**src/sv/fat12_table_byte_synthesizer_unit_defines.svh**
```systemverilog
// Assertion macros for the FAT12 table byte synthesizer.
`ifndef FAT12_TABLE_BYTE_SYNTHESIZER_UNIT_DEFINES_SVH
`define FAT12_TABLE_BYTE_SYNTHESIZER_UNIT_DEFINES_SVH

// Clocked check, off while reset is asserted.
`define F12_ASSERT(label, prop, msg) \
    label: assert property (@(posedge clk) disable iff (!rst_n) prop) else $error(msg);

// Clocked check with the consequent taken in the cycle after the antecedent.
`define F12_ASSERT_NEXT(label, ante, cons, msg) \
    label: assert property (@(posedge clk) disable iff (!rst_n) (ante) |=> (cons)) \
        else $error(msg);

`endif

```
**src/sv/f12tbs_pkg.sv**
```systemverilog
// Package: widths, entry codes, register indexes and the cluster entry function.
`default_nettype none

package f12tbs_pkg;

    localparam int unsigned OFFSET_W      = 13;
    localparam int unsigned ENTRY_W       = 12;
    localparam int unsigned CLUSTER_W     = OFFSET_W;
    localparam int unsigned SUM_W         = ENTRY_W + 2;
    localparam int unsigned SECTOR_BYTES  = 512;
    localparam int unsigned TABLE_SECTORS_DEF = 16;

    // floor(x / 3) = (x * DIV3_MUL) >> DIV3_SHIFT for every x below 2**OFFSET_W
    localparam int unsigned DIV3_SHIFT    = OFFSET_W;
    localparam int unsigned DIV3_MUL      = ((2 ** OFFSET_W) + 2) / 3;
    localparam int unsigned DIV3_MUL_W    = $clog2(DIV3_MUL + 1);
    localparam int unsigned QUOT_W        = OFFSET_W - 1;

    localparam logic [ENTRY_W-1:0] ENTRY_MEDIA = 12'hFF8;
    localparam logic [ENTRY_W-1:0] ENTRY_END   = 12'hFFF;
    localparam logic [ENTRY_W-1:0] ENTRY_FREE  = 12'h000;

    localparam logic [ENTRY_W-1:0] FEED_RESET  = 12'd1;

    typedef enum logic [1:0] {
        REG_FEED  = 2'd0,
        REG_FILES = 2'd1,
        REG_OWN   = 2'd2
    } cfg_reg_t;

    typedef logic [ENTRY_W-1:0] entry_t;

    // Allocation table entry of cluster c under the current layout.
    function automatic entry_t cluster_entry(
        input logic [CLUSTER_W-1:0] c,
        input logic [ENTRY_W-1:0]   feed,
        input logic [ENTRY_W-1:0]   files,
        input logic                 own
    );
        logic [SUM_W-1:0] cw;
        logic [SUM_W-1:0] feed_end;
        logic [SUM_W-1:0] first_file;
        logic [SUM_W-1:0] file_end;
        logic [CLUSTER_W-1:0] link;
        entry_t           e;
        cw         = SUM_W'(c);
        feed_end   = SUM_W'(feed) + SUM_W'(1);
        first_file = SUM_W'(feed) + SUM_W'(4);
        file_end   = first_file + SUM_W'(files);
        link       = c + CLUSTER_W'(1);
        if (c == '0)
            e = ENTRY_MEDIA;
        else if (c == CLUSTER_W'(1))
            e = ENTRY_END;
        else if (cw < feed_end)
            e = link[ENTRY_W-1:0];
        else if (cw == feed_end)
            e = ENTRY_END;
        else if (cw == SUM_W'(feed) + SUM_W'(2))
            e = ENTRY_END;
        else if (cw == SUM_W'(feed) + SUM_W'(3))
            e = own ? ENTRY_END : ENTRY_FREE;
        else if (cw >= first_file && cw < file_end)
            e = ENTRY_END;
        else
            e = ENTRY_FREE;
        return e;
    endfunction

endpackage

`default_nettype wire

```
**src/sv/fat12_table_byte_synthesizer_unit.sv**
```systemverilog
// FAT12 table byte synthesizer: three-stage pipeline from table offset to table byte.
//
// Usage:
//   Input channel (in_valid / in_stall / table_offset) takes one byte offset per item.
//   Output channel (out_valid / out_stall / table_byte) returns the packed FAT12 byte.
//   Config channel (cfg_valid / cfg_ready / cfg_index / cfg_data) writes feed_clusters,
//   file_count and own_present; cfg_ready is always high. Write only when the block
//   holds no item.
// Stages: divide by 3, entry lookup, pack, each ending in its own register; out_valid
//   is the valid bit of the pack stage.
// Throughput: one item per cycle while out_stall is low; the stage depth is set by the
//   divide-by-3 multiply and by the entry compare chain.
// Offsets at or beyond TABLE_SECTORS * 512 return 0.
// Reset: all stages empty, feed_clusters = 1, file_count = 0, own_present = 0.
// Stall: while out_stall holds, the output item stays put; empty stages still fill,
//   and in_stall rises only when all three stages hold an item.
`default_nettype none

module fat12_table_byte_synthesizer_unit #(
    parameter int unsigned TABLE_SECTORS = f12tbs_pkg::TABLE_SECTORS_DEF
) (
    input  wire logic                                clk,
    input  wire logic                                rst_n,
    // input channel
    input  wire logic                                in_valid,
    output logic                                     in_stall,
    input  wire logic [f12tbs_pkg::OFFSET_W-1:0]     table_offset,
    // output channel
    output logic                                     out_valid,
    input  wire logic                                out_stall,
    output logic [7:0]                               table_byte,
    // config channel
    input  wire logic                                cfg_valid,
    output logic                                     cfg_ready,
    input  wire logic [1:0]                          cfg_index,
    input  wire logic [f12tbs_pkg::ENTRY_W-1:0]      cfg_data
);
    import f12tbs_pkg::*;

    `include "fat12_table_byte_synthesizer_unit_defines.svh"

    localparam int unsigned TableBytes = TABLE_SECTORS * SECTOR_BYTES;
    localparam int unsigned ProdW      = OFFSET_W + DIV3_MUL_W;

    // configuration registers
    logic [ENTRY_W-1:0] feed_reg;
    logic [ENTRY_W-1:0] files_reg;
    logic               own_reg;

    // stage 1: quotient
    logic                s1_valid_reg;
    logic [OFFSET_W-1:0] s1_offset_reg;
    logic [QUOT_W-1:0]   s1_quot_reg;
    logic                s1_inrange_reg;

    // stage 2: entries and remainder
    logic                s2_valid_reg;
    entry_t              s2_e0_reg;
    entry_t              s2_e1_reg;
    logic [1:0]          s2_r_reg;

    // stage 3: output
    logic                s3_valid_reg;
    logic [7:0]          s3_byte_reg;

    logic load1, load2, load3;
    logic [ProdW-1:0]     prod;
    logic [QUOT_W-1:0]    quot_next;
    logic                 inrange_next;
    logic [OFFSET_W-1:0]  rem_full;
    logic [CLUSTER_W-1:0] c0, c1;
    entry_t               e0_next, e1_next;
    logic [7:0]           byte_next;

    // config writes
    assign cfg_ready = 1'b1;

    always_ff @(posedge clk or negedge rst_n)
    begin
        if (!rst_n)
        begin
            feed_reg  <= FEED_RESET;
            files_reg <= '0;
            own_reg   <= 1'b0;
        end
        else if (cfg_valid && cfg_ready)
        begin
            unique case (cfg_index)
                REG_FEED:  feed_reg  <= cfg_data;
                REG_FILES: files_reg <= cfg_data;
                REG_OWN:   own_reg   <= cfg_data[0];
                default:   ;
            endcase
        end
    end

    // flow control: a stage loads when empty or when its item moves on
    assign load3    = !s3_valid_reg || !out_stall;
    assign load2    = !s2_valid_reg || load3;
    assign load1    = !s1_valid_reg || load2;
    assign in_stall = !load1;

    always_ff @(posedge clk or negedge rst_n)
    begin
        if (!rst_n)
        begin
            s1_valid_reg <= 1'b0;
            s2_valid_reg <= 1'b0;
            s3_valid_reg <= 1'b0;
        end
        else
        begin
            if (load1) s1_valid_reg <= in_valid;
            if (load2) s2_valid_reg <= s1_valid_reg;
            if (load3) s3_valid_reg <= s2_valid_reg;
        end
    end

    // stage 1: k = offset / 3 by reciprocal multiply, range check
    always_comb
    begin
        prod         = ProdW'(table_offset) * ProdW'(DIV3_MUL);
        quot_next    = prod[DIV3_SHIFT +: QUOT_W];
        inrange_next = (SUM_W'(table_offset) < SUM_W'(TableBytes));
    end

    always_ff @(posedge clk)
    begin
        if (load1 && in_valid)
        begin
            s1_offset_reg  <= table_offset;
            s1_quot_reg    <= quot_next;
            s1_inrange_reg <= inrange_next;
        end
    end

    // stage 2: remainder and the two cluster entries
    always_comb
    begin
        rem_full = s1_offset_reg - {s1_quot_reg, 1'b0} - OFFSET_W'(s1_quot_reg);
        c0       = {s1_quot_reg, 1'b0};
        c1       = {s1_quot_reg, 1'b1};
        e0_next  = ENTRY_FREE;
        e1_next  = ENTRY_FREE;
        if (s1_inrange_reg)
        begin
            e0_next = cluster_entry(c0, feed_reg, files_reg, own_reg);
            e1_next = cluster_entry(c1, feed_reg, files_reg, own_reg);
        end
    end

    always_ff @(posedge clk)
    begin
        if (load2 && s1_valid_reg)
        begin
            s2_e0_reg <= e0_next;
            s2_e1_reg <= e1_next;
            s2_r_reg  <= rem_full[1:0];
        end
    end

    // stage 3: FAT12 packing of the entry pair
    always_comb
    begin
        case (s2_r_reg)
            2'd0:    byte_next = s2_e0_reg[7:0];
            2'd1:    byte_next = {s2_e1_reg[3:0], s2_e0_reg[11:8]};
            default: byte_next = s2_e1_reg[11:4];
        endcase
    end

    always_ff @(posedge clk)
    begin
        if (load3 && s2_valid_reg)
            s3_byte_reg <= byte_next;
    end

    assign out_valid  = s3_valid_reg;
    assign table_byte = s3_byte_reg;

    // checks
    `F12_ASSERT(a_stall_only_full, in_stall |-> (s1_valid_reg && s2_valid_reg && s3_valid_reg && out_stall), "input stalled with an empty stage")
    `F12_ASSERT(a_rem_range, s2_valid_reg |-> (s2_r_reg != 2'd3), "offset remainder out of range")
    `F12_ASSERT_NEXT(a_past_table_free, load2 && s1_valid_reg && !s1_inrange_reg, s2_e0_reg == ENTRY_FREE && s2_e1_reg == ENTRY_FREE, "offset past table gave nonzero entries")

endmodule

`default_nettype wire

```
**config.mk**
```make
export PLATFORM = sky130hd
export DESIGN_NAME = fat12_table_byte_synthesizer_unit
export DESIGN_NICKNAME = d
export VERILOG_FILES = /design/src/sv/f12tbs_pkg.sv /design/src/sv/fat12_table_byte_synthesizer_unit.sv
export VERILOG_INCLUDE_DIRS = /design/src /design/src/sv
export SDC_FILE = /design/constraint.sdc
export NUM_CORES = 1
export LEC_CHECK = 0
export ABC_AREA = 1
export BUFFER_PORTS_ARGS = -buffer_cell sky130_fd_sc_hd__buf_2
export CORE_UTILIZATION = 48
export CTS_BUF_LIST = sky130_fd_sc_hd__clkbuf_8 sky130_fd_sc_hd__clkbuf_16
export DETAILED_ROUTE_END_ITERATION = 10
export HOLD_SLACK_MARGIN = 0.06
export PLACE_DENSITY = 0.69
export SLEW_MARGIN = 15
export SYNTH_ARGS = -nofsm -noshare
export SYNTH_HDL_FRONTEND = slang
export SYNTH_SLANG_ARGS = --single-unit
```
**constraint.sdc**
```tcl
create_clock -name clk -period 4.16 [get_ports clk]
set_input_delay 1.248 -clock clk [delete_from_list [all_inputs] [get_ports clk]]
set_output_delay 1.248 -clock clk [all_outputs]
set_load 0.02 [all_outputs]
```
==> flow_summary.toml <==
[synth]
syn-num-nets = 1350
yosys.area_share.simple = 0.211
synth.avg_cell_area_sq_um = 7.85
synth_xor_area_frac = 0.0515
muxShareOfSynthArea = 0
synthDistinctLibCells = 42
synth_top_family_by_area = "adder cells"
synth_compound_area_frac = 0.0892
synthArstFlopShare = 0.368
syn_area_sq_um = 8850
ys_seq_elements = 76
syn_inst = 1128
synthAdderAreaFrac = 0.308
ys.warnings.count = 0
synth-seq-area-share = 0.242
synth-main-ff-cell = "edfxtp_1"
synth-edff-count = 48

[final_layout]
fin_util = 0.593
layout_commonest_cell = "nand2_1"
layout_common_cells = "nand2_1, inv_1, ha_1"
synthToLayoutAreaGrowth_pct = 20.8
antenna_cells = 0
drive_above_1_share = 0.183
num-nets-final = 1476

[floorplan]
row_count = 49
dieHeight_microns = 138
core_sq_um = 18000
die_x_microns = 138
ioPinCount = 43
die_area_sq_um = 19000
initial_utilization = 0.491

[pwr]
p_seq_frac = 0.204
fin_total_pwr_w = 0.00752
pwr-share-comb = 0.677
p_clk_frac = 0.119
net-switching-power_w = 0.00347
peakVddDrop_mv = 0.437
powerDensity_nw_per_um2 = 704
p_sw_frac = 0.462
intPower_w = 0.00405
p_leak_nw = 5.52

[grt]
grt_max_degree = 29
first_global_vias = 7386
grt_pass1_wl_mm = 36.4
overflow = 0
antenna_found_initial = 0
grt_use_total = 0.253

[sta]
slew_headroom = 0.346
period_minus_slack_ps = 4740
setup_violations = 12
postLayoutSetupSlackWorst_ps = -582
period_share = 1.14
hold_viol = 0
rsz0062_at_grt = "true"
fin_worst_skew_ps = 18.4
clock.fmax_ghz = 0.211
slew_viol_final = 0
worst_slew_pin_slew_ps = 980

[setup_path]
endpoint_kind = "register"
crit_required_ps = 4260
r2r_start = "feed_reg[2]$_DFFE_PN0P_"
critical_path_class = "primary input to register"
crit_arrival_ps = 4840
r2r_cells = 26
rrSetupSlack_ps = 160
r2r-end = "s2_e0_reg[4]$_SDFFCE_PN1P_"
start_kind = "primary input"
cp_max_fo = 3

[clock_tree]
clk_latency_ps = 360
cts_sinks = 76
cts_buffers = 9
cts.clk_slew.worst_paths_ps = 60
cts_hold_buf = 0
cts_root_buf = "clkbuf_16"
cts_buffer_depth = 2
cts_tree = "yes"
h-tree-depth = 3

[worst_hold_path]
hold_class = "register to register"
holdPathEnd = "out_valid$_DFFE_PN0P_"
hold_depth = 2
min-delay-start = "s2_valid_reg$_DFFE_PN0P_"

[routing]
wirelength_mm = 22.7
route.vias.total = 7761
vias_per_cell = 5.22
wire_per_inst_microns = 15.3
drt_iter0_markers = 588
firstDrtPassIters = 5
drc = 0
ant_nets = 0

[job]
max-cap-violations = 0

[placed_design]
gp_congestion = 0.945
hpwl_mm = 18.2
io_buffers = 41

[run_status]
violations = "negative setup slack"
status = "finished with violations"
## logic make-up after synthesis
| group | Yosys count |
|---|---|
| adder cells (fa/ha/maj) | 190 |
| AND/OR/NAND/NOR | 435 |
| buffers and inverters | 224 |
| other | 1 |
| flip-flops | 76 |
| AO/OA/AOI/OAI | 150 |
| XOR/XNOR | 52 |
## critical path, stage by stage
cell	delay (ps)
buf_8	100
buf_6	110
ha_4	230
fa_1	450
fa_1	510
inv_2	40
fa_2	530
fa_1	410
inv_2	80
ha_4	220
a21oi_4	160
o21ai_2	80
a21oi_2	120
nand2_2	80
a21o_1	240
a21oi_2	150
xor2_1	70
## worst max-delay path by stage
stage	startpoint	to	depth (start not counted)
after floorplan	table_offset[3]	s1_quot_reg[8]$_DFFE_PP_	17
after global placement	table_offset[3]	s1_quot_reg[8]$_DFFE_PP_	17
after detailed placement	table_offset[3]	s1_quot_reg[8]$_DFFE_PP_	17
after CTS	table_offset[5]	s1_quot_reg[10]$_DFFE_PP_	18
after global routing	table_offset[3]	s1_quot_reg[9]$_DFFE_PP_	17
final	table_offset[3]	s1_quot_reg[10]$_DFFE_PP_	17
## synth_stat cells (2+ instances only)
cell type / instances / area (sq um)
buf_2: 8 / 40.0
xor2_1: 37 / 324
a21o_1: 4 / 30.0
nor2_4: 2 / 22.5
a31oi_1: 3 / 18.8
o211ai_1: 2 / 15.0
a21oi_1: 61 / 305
xnor2_1: 15 / 131
ha_1: 144 / 1800
fa_1: 46 / 921
nor4_1: 3 / 18.8
clkbuf_1: 10 / 37.5
o21bai_1: 2 / 15.0
inv_1: 198 / 743
inv_2: 2 / 7.51
o21a_1: 2 / 15.0
nand3_1: 61 / 305
or2_2: 2 / 12.5
buf_4: 2 / 15.0
nand2_4: 2 / 22.5
nor2_1: 76 / 285
nand4_1: 21 / 131
dfrtp_1: 27 / 676
nor2_2: 3 / 18.8
edfxtp_1: 48 / 1440
nor3_1: 8 / 40.0
and2_1: 2 / 12.5
nand2_1: 247 / 927
nand3b_1: 2 / 15.0
nand2_2: 4 / 25.0
o21ai_0: 72 / 360
clkbuf_2: 2 / 10.0
## metal layers
metal  up-vias  track usage  part of all wire
li1       3920            -                 -
met1      3605        0.350              0.47
met2       212        0.410              0.46
met3        24       0.0508             0.059
met4         0       0.0537             0.014
met5         -            0                 0
## power groups by stage
stage	Sequential, W	Combinational (W)	Clock [W]
after floorplan	0.00139	0.00319	0
after CTS	0.00152	0.00482	0.000905
after global routing	0.00156	0.00570	0.000924
final	0.00154	0.00509	0.000894
after global placement	0.00153	0.00449	0
after detailed placement	0.00154	0.00459	0
## final cells by class
class | count | area (sq um)
fill | 1634 | 7340
multi-input combinational | 830 | 6210
sequential | 76 | 2140
timing repair buffer | 136 | 970
inverter | 201 | 754
tap | 229 | 287
clock buffer | 9 | 225
clock inverter | 7 | 100
## timing repair
| action | in CTS | in global routing |
|---|---|---|
| setup buffers | 3 | 4 |
| gates resized for setup | 28 | 27 |
| pin swaps | 29 | 30 |
| gates cloned | 0 | 2 |
| hold endpoints to repair | 0 | 0 |
| setup endpoints to repair | 34 | 36 |
## metrics by stage
stage / setup WS, ps / instance area, sq um / instances / hold WS [ps] / TNS, ps
4_1_cts: -596 / 10500 / 1482 / 478 / -5800
6_report: -582 / 10700 / 1488 / 473 / -6070
3_5_place_dp: -1010 / 10100 / 1463 / 466 / -11130
5_1_grt: -723 / 10700 / 1488 / 493 / -7510
2_1_floorplan: -719 / 9040 / 1128 / 433 / -6430
3_3_place_gp: -959 / 10100 / 1463 / 442 / -10450
Note: power is estimated with default switching activity, not from simulation.
